## src/hdl/lpid_pkg.sv

```systemverilog
// Types and constants of the length-prefixed integer array decoder.
// Depends on nothing; used by the interfaces, the modules and the checker.
package lpid_pkg;

  // Decoder phase: which kind of byte is expected next.
  typedef enum logic [2:0] {
    PH_CNT_LEN  = 3'd0,
    PH_CNT_DATA = 3'd1,
    PH_EL_LEN   = 3'd2,
    PH_EL_DATA  = 3'd3,
    PH_DROP     = 3'd4
  } phase_t;

  // Result status codes.
  typedef enum logic [1:0] {
    ST_ELEMENT = 2'd0,
    ST_EMPTY   = 2'd1,
    ST_WIDE    = 2'd2,
    ST_TRUNC   = 2'd3
  } status_t;

  // One result item.
  typedef struct packed {
    logic signed [31:0] element_value;
    status_t            status;
    logic               last_of_array;
  } result_t;

  // Length byte fields.
  localparam logic [7:0] SIGN_MASK = 8'h80;
  localparam logic [7:0] LEN_MASK  = 8'h7F;
  localparam logic [7:0] BYTE_MASK = 8'hFF;

  // Result queue depth; a request can add two results at once.
  localparam int unsigned RES_DEPTH = 4;
  localparam int unsigned RES_PTR_W = 2;
  localparam int unsigned RES_CNT_W = 3;

endpackage

```

## src/hdl/lpid_if.sv

```systemverilog
// Valid/ready channel interfaces of the decoder: byte requests in, results out.
// Depends on lpid_pkg for the result status type.
interface lpid_byte_if;
  logic       valid;
  logic       ready;
  logic [7:0] byte_in;
  logic       buffer_end;

  modport source (output valid, output byte_in, output buffer_end, input ready);
  modport sink   (input valid, input byte_in, input buffer_end, output ready);
endinterface

interface lpid_res_if;
  logic                valid;
  logic                ready;
  logic signed [31:0]  element_value;
  lpid_pkg::status_t   status;
  logic                last_of_array;

  modport source (output valid, output element_value, output status,
                  output last_of_array, input ready);
  modport sink   (input valid, input element_value, input status,
                  input last_of_array, output ready);
endinterface

```

## src/hdl/lpid_res_fifo.sv

```systemverilog
// Four-entry result queue that takes zero, one or two results per cycle.
// Depends on lpid_pkg for the result type and queue sizes.
module lpid_res_fifo (
  input  logic              clk,
  input  logic              rst,
  input  logic [1:0]        push_cnt,
  input  lpid_pkg::result_t wr_data0,
  input  lpid_pkg::result_t wr_data1,
  input  logic              pop,
  output logic              rd_valid,
  output lpid_pkg::result_t rd_data,
  output logic              room2
);

  lpid_pkg::result_t                   mem [lpid_pkg::RES_DEPTH];
  logic [lpid_pkg::RES_PTR_W-1:0]      wr_ptr;
  logic [lpid_pkg::RES_PTR_W-1:0]      rd_ptr;
  logic [lpid_pkg::RES_CNT_W-1:0]      count;
  logic                                do_pop;

  assign rd_valid = (count != '0);
  assign rd_data  = mem[rd_ptr];
  assign do_pop   = pop && rd_valid;
  // Room for a full pair of results, so a request never has to be split.
  assign room2    = (count <= lpid_pkg::RES_CNT_W'(lpid_pkg::RES_DEPTH - 2));

  // Entry storage.
  always_ff @(posedge clk) begin
    if (push_cnt != 2'd0) begin
      mem[wr_ptr] <= wr_data0;
    end
    if (push_cnt == 2'd2) begin
      mem[lpid_pkg::RES_PTR_W'(wr_ptr + 1'b1)] <= wr_data1;
    end
  end

  // Pointers and fill count.
  always_ff @(posedge clk) begin
    if (rst) begin
      wr_ptr <= '0;
      rd_ptr <= '0;
      count  <= '0;
    end else begin
      wr_ptr <= lpid_pkg::RES_PTR_W'(wr_ptr + push_cnt);
      if (do_pop) begin
        rd_ptr <= lpid_pkg::RES_PTR_W'(rd_ptr + 1'b1);
      end
      count <= lpid_pkg::RES_CNT_W'(count + lpid_pkg::RES_CNT_W'(push_cnt)
               - lpid_pkg::RES_CNT_W'(do_pop));
    end
  end

endmodule

```

## src/hdl/length_prefixed_int_array_decoder_unit.sv

```systemverilog
// Length-prefixed sign-magnitude integer array decoder, top level.
// Depends on lpid_pkg, lpid_if.sv and lpid_res_fifo.
//
// Usage: the bytes channel carries one byte of the encoded buffer per request,
// with buffer_end set on the last byte. An array is a count, then that many
// elements; each is a length byte (bit 7 sign, low bits 0..VALUE_BYTES
// magnitude bytes) and a big-endian magnitude. The results channel gives one
// result per decoded element and one status result per empty array, too-wide
// value or early buffer end; a single byte can give two results.
// A result enters the result queue when the byte that completes it is
// accepted, behind any older results. Throughput: one byte per cycle while
// the queue has two free entries; the decode is one combinational pass from
// the state registers into the four-entry result queue.
// A stalled receiver fills the queue and then holds bytes.ready low; no
// result is lost. Reset empties the queue and returns the decoder to
// expecting a count length byte.
module length_prefixed_int_array_decoder_unit #(
  parameter int unsigned VALUE_BYTES = 4
) (
  input  logic           clk,
  input  logic           rst,
  lpid_byte_if.sink      bytes,
  lpid_res_if.source     results
);

  localparam int unsigned ACC_W = 8 * VALUE_BYTES;
  localparam int unsigned BL_W  = $clog2(VALUE_BYTES + 1);

  // Decoder state.
  lpid_pkg::phase_t  phase, phase_next;
  logic [BL_W-1:0]   bytes_left, bytes_left_next;
  logic [ACC_W-1:0]  accumulator, accumulator_next;
  logic              negative_flag, negative_flag_next;
  logic [30:0]       elements_left, elements_left_next;

  // Decode temporaries.
  logic [ACC_W-1:0]  acc_shift;
  logic [BL_W-1:0]   bl_dec;
  logic [6:0]        len;
  logic              fin;
  logic              fin_count;
  logic [ACC_W-1:0]  fin_acc;
  logic              fin_neg;
  logic [63:0]       fin_wide;
  logic [31:0]       mag;
  logic [30:0]       el_dec;
  logic              el_last;
  logic [1:0]        n_res;
  lpid_pkg::result_t res0, res1, res_main;
  logic              main_valid;

  logic              accept;
  logic              room2;
  lpid_pkg::result_t rd_data;

  assign accept      = bytes.valid && bytes.ready;
  assign bytes.ready = room2;

  // Single-pass decode of one byte against the current state.
  always_comb begin
    phase_next         = phase;
    bytes_left_next    = bytes_left;
    accumulator_next   = accumulator;
    negative_flag_next = negative_flag;
    elements_left_next = elements_left;
    acc_shift          = ACC_W'({accumulator, bytes.byte_in});
    bl_dec             = (bytes_left != '0) ? BL_W'(bytes_left - 1'b1) : bytes_left;
    len                = 7'(bytes.byte_in & lpid_pkg::LEN_MASK);
    fin                = 1'b0;
    fin_count          = 1'b0;
    fin_acc            = accumulator;
    fin_neg            = negative_flag;
    fin_wide           = 64'(fin_acc);
    mag                = '0;
    el_dec             = elements_left;
    el_last            = 1'b0;
    main_valid         = 1'b0;
    res_main           = '{element_value: '0, status: lpid_pkg::ST_ELEMENT,
                           last_of_array: 1'b1};
    res0               = res_main;
    res1               = res_main;
    n_res              = 2'd0;

    case (phase)
      lpid_pkg::PH_CNT_DATA, lpid_pkg::PH_EL_DATA: begin
        accumulator_next = acc_shift;
        bytes_left_next  = bl_dec;
        if (bl_dec == '0) begin
          fin       = 1'b1;
          fin_count = (phase == lpid_pkg::PH_CNT_DATA);
          fin_acc   = acc_shift;
        end
      end
      lpid_pkg::PH_DROP: begin
      end
      default: begin
        // Length byte of a count or an element.
        negative_flag_next = (bytes.byte_in & lpid_pkg::SIGN_MASK) != 8'h00;
        accumulator_next   = '0;
        fin_neg            = negative_flag_next;
        fin_acc            = '0;
        if (len > 7'(VALUE_BYTES)) begin
          phase_next         = lpid_pkg::PH_DROP;
          elements_left_next = '0;
          main_valid         = 1'b1;
          res_main.status    = lpid_pkg::ST_WIDE;
        end else if (len == 7'd0) begin
          fin       = 1'b1;
          fin_count = (phase != lpid_pkg::PH_EL_LEN);
        end else begin
          bytes_left_next = BL_W'(len);
          phase_next      = (phase == lpid_pkg::PH_EL_LEN) ? lpid_pkg::PH_EL_DATA
                                                           : lpid_pkg::PH_CNT_DATA;
        end
      end
    endcase

    // Completed value: range check, then count or element handling.
    fin_wide = 64'(fin_acc);
    mag      = 32'(fin_acc);
    if (fin) begin
      if (|fin_wide[63:31]) begin
        phase_next         = lpid_pkg::PH_DROP;
        elements_left_next = '0;
        main_valid         = 1'b1;
        res_main.status    = lpid_pkg::ST_WIDE;
      end else if (fin_count) begin
        if (fin_neg || (fin_acc == '0)) begin
          phase_next         = lpid_pkg::PH_CNT_LEN;
          elements_left_next = '0;
          main_valid         = 1'b1;
          res_main.status    = lpid_pkg::ST_EMPTY;
        end else begin
          elements_left_next = 31'(fin_acc);
          phase_next         = lpid_pkg::PH_EL_LEN;
        end
      end else begin
        el_dec                 = (elements_left != '0) ? 31'(elements_left - 1'b1)
                                                       : elements_left;
        el_last                = (el_dec == '0);
        elements_left_next     = el_dec;
        phase_next             = el_last ? lpid_pkg::PH_CNT_LEN : lpid_pkg::PH_EL_LEN;
        main_valid             = 1'b1;
        res_main.status        = lpid_pkg::ST_ELEMENT;
        res_main.last_of_array = el_last;
        res_main.element_value = fin_neg ? $signed(32'd0 - mag) : $signed(mag);
      end
    end

    if (main_valid) begin
      res0  = res_main;
      n_res = 2'd1;
    end

    // Buffer end: flag an unfinished array or value, then start over.
    if (bytes.buffer_end) begin
      if ((phase_next != lpid_pkg::PH_CNT_LEN) && (phase_next != lpid_pkg::PH_DROP)) begin
        if (main_valid) begin
          res1.status = lpid_pkg::ST_TRUNC;
          n_res       = 2'd2;
        end else begin
          res0.status = lpid_pkg::ST_TRUNC;
          n_res       = 2'd1;
        end
      end
      phase_next         = lpid_pkg::PH_CNT_LEN;
      bytes_left_next    = '0;
      accumulator_next   = '0;
      negative_flag_next = 1'b0;
      elements_left_next = '0;
    end
  end

  // State registers, updated on each accepted request.
  always_ff @(posedge clk) begin
    if (rst) begin
      phase         <= lpid_pkg::PH_CNT_LEN;
      bytes_left    <= '0;
      accumulator   <= '0;
      negative_flag <= 1'b0;
      elements_left <= '0;
    end else if (accept) begin
      phase         <= phase_next;
      bytes_left    <= bytes_left_next;
      accumulator   <= accumulator_next;
      negative_flag <= negative_flag_next;
      elements_left <= elements_left_next;
    end
  end

  // Result queue between the decoder and the receiver.
  lpid_res_fifo u_res_fifo (
    .clk      (clk),
    .rst      (rst),
    .push_cnt (accept ? n_res : 2'd0),
    .wr_data0 (res0),
    .wr_data1 (res1),
    .pop      (results.ready),
    .rd_valid (results.valid),
    .rd_data  (rd_data),
    .room2    (room2)
  );

  assign results.element_value = rd_data.element_value;
  assign results.status        = rd_data.status;
  assign results.last_of_array = rd_data.last_of_array;

endmodule

```

## src/flat_wrapper.sv

```systemverilog
// flat-port wrapper written by rule: the top's interface ports become plain ports
module length_prefixed_int_array_decoder_unit_flat 
#(
  parameter int unsigned VALUE_BYTES = 4
)
  (clk, rst, bytes_valid, bytes_byte_in, bytes_buffer_end, bytes_ready, results_valid, results_element_value, results_status, results_last_of_array, results_ready);
  lpid_byte_if bytes_i ();
  lpid_res_if results_i ();
  input  logic clk;
  input  logic rst;
  input wire logic [$bits(bytes_i.valid)-1:0] bytes_valid;
  input wire logic [$bits(bytes_i.byte_in)-1:0] bytes_byte_in;
  input wire logic [$bits(bytes_i.buffer_end)-1:0] bytes_buffer_end;
  output wire logic [$bits(bytes_i.ready)-1:0] bytes_ready;
  output wire logic [$bits(results_i.valid)-1:0] results_valid;
  output wire logic [$bits(results_i.element_value)-1:0] results_element_value;
  output wire logic [$bits(results_i.status)-1:0] results_status;
  output wire logic [$bits(results_i.last_of_array)-1:0] results_last_of_array;
  input wire logic [$bits(results_i.ready)-1:0] results_ready;
  assign bytes_i.valid = bytes_valid;
  assign bytes_i.byte_in = bytes_byte_in;
  assign bytes_i.buffer_end = bytes_buffer_end;
  assign bytes_ready = bytes_i.ready;
  assign results_valid = results_i.valid;
  assign results_element_value = results_i.element_value;
  assign results_status = results_i.status;
  assign results_last_of_array = results_i.last_of_array;
  assign results_i.ready = results_ready;
  length_prefixed_int_array_decoder_unit #(.VALUE_BYTES(VALUE_BYTES)) u_core (.clk(clk), .rst(rst), .bytes(bytes_i), .results(results_i));
endmodule
```

## config.mk

```make
export PLATFORM = sky130hd
export DESIGN_NAME = length_prefixed_int_array_decoder_unit_flat
export DESIGN_NICKNAME = d
export VERILOG_FILES = /design/src/hdl/lpid_pkg.sv /design/src/hdl/lpid_if.sv /design/src/hdl/lpid_res_fifo.sv /design/src/hdl/length_prefixed_int_array_decoder_unit.sv /design/src/flat_wrapper.sv
export SDC_FILE = /design/constraint.sdc
export NUM_CORES = 1
export LEC_CHECK = 0
export BUFFER_PORTS_ARGS = -buffer_cell sky130_fd_sc_hd__buf_4
export CAP_MARGIN = 15
export CORE_MARGIN = 2
export CORE_UTILIZATION = 57
export DETAILED_ROUTE_END_ITERATION = 8
export GPL_TIMING_DRIVEN = 0
export MAX_ROUTING_LAYER = met4
export PLACE_DENSITY = 0.81
export SLEW_MARGIN = 20
export SYNTH_ARGS = -nofsm -noshare
export SYNTH_HDL_FRONTEND = slang
export SYNTH_SLANG_ARGS = --single-unit
```

## constraint.sdc

```tcl
create_clock -name clk -period 5.53 [get_ports clk]
set_input_delay 0 -clock clk [delete_from_list [all_inputs] [get_ports clk]]
set_output_delay 0 -clock clk [all_outputs]
set_load 0.1 [all_outputs]
```

-- After elaboration in Yosys (flattened, before gate mapping)
Memories as Yosys holds them, arrays and structs flattened. A register that Yosys moved wholly into a read port is not among the register bits.
Index checks and enable logic that the tools add are counted.
- add/subtract/negate cells: 8
- $lt $le $gt $ge: 2
- eq/ne operators: 11
- multiplexer cells: 72
- reductions and logical operators: 19
- operators by type and width (operator ; number):
    $mux W31 ; 8
    $mux W32 ; 5
    $pmux W32 S2 ; 2
    $mux W35 ; 2
    $mux W2 ; 20
    $mux W3 ; 11
    $logic_not A32 Y1 ; 1
    $sub A1 B32 Y32 const A ; 1
    $logic_not A31 Y1 ; 1
    $reduce_bool A31 Y1 ; 1
    $sub A31 B1 Y31 const B ; 1
    $mux W1 ; 21
    $reduce_bool A3 Y1 ; 4
    $ne A3 B3 Y1 const B ; 3
    $gt A7 B3 Y1 const B ; 1
    $logic_not A7 Y1 ; 1
    $eq A3 B2 Y1 const B ; 2
    $pmux W3 S2 ; 1
    $add A2 B1 Y2 const B ; 2
    $pmux W1 S2 ; 2
    $reduce_and A4 Y1 ; 1
    $add A3 B2 Y3 ; 1
    $eq A3 B1 Y1 const B ; 1
    $eq A3 B3 Y1 const B ; 1
    other kinds (16) ; 18
- register bits: 77
- RAM bits: 140
- logic and storage cells: 121
- memories kept: 1
- memories (name ; depth ; width ; rd ports ; clocked after memory_dff ; wr ports ; line ; RTL):
    u_core.u_res_fifo.mem ; 4 ; 35 ; 1 ; 1 ; 2 ; lpid_res_fifo.sv:15 ; lpid_pkg::result_t mem [lpid_pkg::RES_DEPTH];

-- Depth between registers and ports, before layout
- depth in word-level cells: 19
- gate-level depth with buffers: 27
- depth with buffers taken out: 23

-- Cells and area by module
Synthesis repeated with hierarchy kept, for this count alone.
- cells, all modules: 1122
- area, all modules: 12707.2 µm²
- by module, submodules not included (module ; instances ; cells an instance ; area each (µm²) ; sequential area each (µm²)):
    lpid_res_fifo ; 1 ; 388 ; 7253.2 ; 4384.2
    length_prefixed_int_array_decoder_unit ; 1 ; 734 ; 5454.0 ; 1401.3

-- Worst setup path after synthesis
No wires, ideal clock.
- kind: flip-flop to flip-flop
- start point: reg u_core.bytes_left[0]
- end point: mem u_core.u_res_fifo.mem[0][10] (netlist bit)
- data arrival time: 5.574 ns
- slack: -0.114 ns
- cell stages (with the launch flop): 26
- path buffers: 6
- clock period less this slack: 5.644 ns
- cell sequence: dfxtp_1 inv_1 ha_1 ha_1 buf_2 or4b_1 buf_2 a21oi_2 buf_4 a22oi_1 ha_1 o211a_2 nand3_2 o41ai_4 buf_2 nand2_1 o21ai_0 o22ai_1 ha_1 clkbuf_1 o31ai_1 nor3_1 a31oi_1 clkbuf_1 nand3_1 a21oi_1
- RTL lines (what ; line ; RTL):
    start, declared ; length_prefixed_int_array_decoder_unit.sv:31 ; logic [BL_W-1:0] bytes_left, bytes_left_next;
    start signal, assigned ; length_prefixed_int_array_decoder_unit.sv:184 ; bytes_left <= bytes_left_next;
    end, declared ; lpid_res_fifo.sv:15 ;

==> flow_metrics.tcl <==
set metrics [dict create \
    outcome "completed" \
    rr_endpoint "u_core.u_res_fifo.mem[3][28]" \
    synth_area_leaders "dfxtp_1 (33%), a21oi_1 (7.5%), nand3_1 (6.7%)" \
    p_clk_share_pct 35.3 \
    clock_skew_ns 0.0268 \
    worstPathMaxFanout 10 \
    p_leak_nw 5.16 \
    antennaDiodeCount 0 \
    globalplace.congestion 1.03 \
    die_w_um 155 \
    worstHoldEndpoint "u_core.accumulator[17]" \
    holdPathStages 3 \
    final_nets 1688 \
    dp_hpwl_um 35600 \
    drc 0 \
    path_clk_slew_ns 0.07 \
    maxCapViolations 0 \
    syn_area_sq_um 12900 \
    ys.flop_type "dfxtp_1" \
    dieArea_sq_um 23900 \
    wl_met2_um 22300 \
    avgRoutedWirePerCell_um 25.5 \
    fin_crit_ns 5.41 \
    ys_ff_latch 219 \
    highest_layer "met4" \
    synth_edf_count 8 \
    fin_util_pct 67.4 \
    rsz0062_at_grt "true" \
    worstSetupEndpointType "register" \
    rrSetupSlack_ns 0.12 \
    drive_gt1_share_pct 15.1 \
    cts_tree "built" \
    grt_pass1_wl_um 75300 \
    ir_worst_vdd_uv 257 \
    syn_avg_cell_area_sq_um 8.30 \
    antenna_left 0 \
    syn_inst 1560 \
    io-pin-count 50 \
    yosysTopAreaCellShare_pct 32.6 \
    design.core.area_sq_um 22500 \
    intPower_mw 3.07 \
    p_sw_mw 1.72 \
    crit_arrival_ns 5.89 \
    critPathLaunchType "register" \
    fin_crit_sh_pct 97.9 \
    ys_warn_count 0 \
    wl_met3_um 5660 \
    wl_met1_um 18800 \
    critical_path_class "reg -> reg" \
    power_frac_comb_pct 30.0 \
    p_total_mw 4.78 \
    final_max_slew_viol_count 0 \
    antenna_found_initial 0 \
    htree_levels 1 \
    fmax_ghz 0.185 \
    p_seq_share_pct 34.7 \
    hold_path_class "in -> reg" \
    cts-buffers-inserted 25 \
    dr.first_iter.drc_count 1778 \
    critPathRequiredTime_ns 6.01 \
    r2r_start "u_core.bytes_left[0]" \
    via_per_inst 7.23 \
    wirelength_um 50200 \
    core.rowCount 55 \
    via_count 14200 \
    power_density_nw_per_um2 315 \
    syn_to_final_growth_pct 17.1 \
    syn_nets 1585 \
    ys_seq_area_share_pct 34.5 \
    worst_slew_pin_slew_ns 1.03 \
    die_h_um 155 \
    async_reset_ff_share_pct 0 \
    holdCritStartpoint "rst" \
    fillers 1834 \
    first_pass_iters 6 \
    start_util_pct 57.5 \
    port_buffers 48 \
    clock_sinks 219 \
    synth_cell_types 85 \
    cts_buffer_depth 3 \
    grt_pass1_vias 13300 \
    max_slew_margin_pct 31.4 \
    clock_latency_ns 0.57 \
    hold_viol_final 0 \
    p_sw_share_pct 35.9 \
    cts_root_buf "clkbuf_16" \
    rr_worst_depth 24 \
    fin_hold_ws_ns 0.0922 \
    grt-ovfl-total 0 \
    setup-violations-final 0 \
    yosysTopAreaCell "dfxtp_1" \
    track_usage_pct 41.3 \
    grt_max_degree 14 \
]
[repair_timing]
item | CTS | global route
pin swaps | 8 | 8
gates resized for setup | 81 | 42
hold endpoints to repair | 13 | 0
hold buffers | 10 | 0
buffers inserted | 8 | 11
cloned | 0 | 1
setup endpoints to repair | 153 | 141
[worst max-delay path, stage by stage, from the launching register on]
cell,delay [ns]
dfxtp_4,0.39
inv_1,0.07
ha_1,0.22
ha_1,0.18
buf_2,0.17
and4bb_4,0.39
o31ai_1,0.13
buf_4,0.21
a22oi_2,0.22
ha_2,0.26
o211a_2,0.24
nand3_2,0.10
o41ai_4,0.25
buf_4,0.20
buf_6,0.17
nand2_2,0.10
o21ai_2,0.15
o22ai_2,0.14
ha_4,0.36
o31ai_4,0.08
buf_12,0.18
nor2_4,0.25
clkbuf_1,0.43
o2111ai_1,0.24
a21oi_1,0.20
[power by group through the flow]
stage | combinational [mW] | sequential [mW] | clock (mW)
5_1_grt | 1.49 | 1.66 | 1.74
4_1_cts | 1.30 | 1.66 | 1.68
2_1_floorplan | 0.849 | 1.68 | 0
3_3_place_gp | 1.17 | 1.69 | 0
6_report | 1.43 | 1.66 | 1.69
3_5_place_dp | 1.18 | 1.69 | 0
[metal layers]
layer  vias to the layer above  track usage, %
li1                       6225               -
met1                      6717            51.6
met2                      1026            63.3
met3                       236            7.40
met4                         0            23.6
met5                         -               -
[worst max-delay path by stage]
| stage | start | end | slack, ns |
|---|---|---|---|
| after floorplan | u_core.bytes_left[0] | u_core.u_res_fifo.mem[0][10] | 0.11 |
| after global placement | u_core.bytes_left[0] | u_core.u_res_fifo.mem[0][24] | -2.20 |
| after detailed placement | u_core.bytes_left[0] | u_core.u_res_fifo.mem[0][28] | -2.20 |
| after CTS | u_core.bytes_left[0] | u_core.u_res_fifo.mem[0][6] | 0.07 |
| after global routing | u_core.bytes_left[0] | u_core.u_res_fifo.mem[3][27] | -0.04 |
| final | u_core.bytes_left[0] | u_core.u_res_fifo.mem[3][28] | 0.12 |
[state kept, by name, indices dropped and copies added (netlist names), named ones only]
register,count
u_core.u_res_fifo.rd_ptr,2
u_core.u_res_fifo.mem,140
u_core.elements_left,31
u_core.bytes_left,3
u_core.accumulator,32
u_core.u_res_fifo.count,3
u_core.phase,3
u_core.u_res_fifo.wr_ptr,2
u_core.negative_flag,1
[synth_stat cells, drive strengths merged, types with 27 or more instances]
cell	count
dfxtp	211
mux4	35
xnor2	27
nor3	39
o211ai	84
o21ai	54
o2111ai	57
nor2	88
a22oi	37
clkbuf	117
buf	42
a21oi	195
nand3	174
nand2	103
[cell type report]
cell class                      instances  area [sq um]  area share [%]
Buffer                                157           823            5.43
Clock buffer                           38           744            4.91
Clock inverter                          6          70.1           0.462
Inverter                               17          63.8           0.421
Multi-Input combinational cell       1165          7970            52.5
Sequential cell                       219          4470            29.5
Tap cell                              285           357            2.35
Timing Repair Buffer                   78           666            4.39
[logic make-up (layout without fill, tap and decap cells)]
| kind of cell | Yosys count | after routing | share of synthesized area, % |
|---|---|---|---|
| AOI/OAI and AO/OA | 563 | 563 | 29.4 |
| and+or+nand+nor | 504 | 504 | 19.2 |
| DFF | 219 | 219 | 34.5 |
| buffers and inverters | 176 | 296 | 6.00 |
| muxes | 49 | 49 | 7.18 |
| xor gates and xnor gates | 37 | 37 | 2.50 |
| adders and majority gates | 12 | 12 | 1.22 |
[placed cells by master, fill, tap and decap left out, types with 14 or more instances in the layout]
cell	n
inv_1	16
nor4_1	20
a21oi_1	192
buf_4	72
nand3_1	172
o21ai_0	49
or3_1	15
a22oi_1	33
nand2_1	102
nand2b_1	14
o22ai_1	15
dfxtp_1	209
nor3_1	32
a22o_1	24
o211ai_1	83
clkbuf_1	89
mux4_2	35
xnor2_1	26
buf_1	17
nor2_1	85
o2111ai_1	57
clkbuf_16	26
[per-stage QoR]
| step | worst slack [ns] | instance area, sq um | TNS (ns) | std cells |
|---|---|---|---|---|
| after floorplan | 0.108 | 13000 | 0 | 1560 |
| after global placement | -2.20 | 13700 | -295.56 | 1893 |
| after detailed placement | -2.20 | 13700 | -298.35 | 1893 |
| after CTS | 0.0660 | 14900 | 0 | 1954 |
| after global routing | -0.0369 | 15200 | -0.193 | 1965 |
| final | 0.118 | 15200 | 0 | 1965 |
Note: power is estimated with default switching activity, not from simulation.
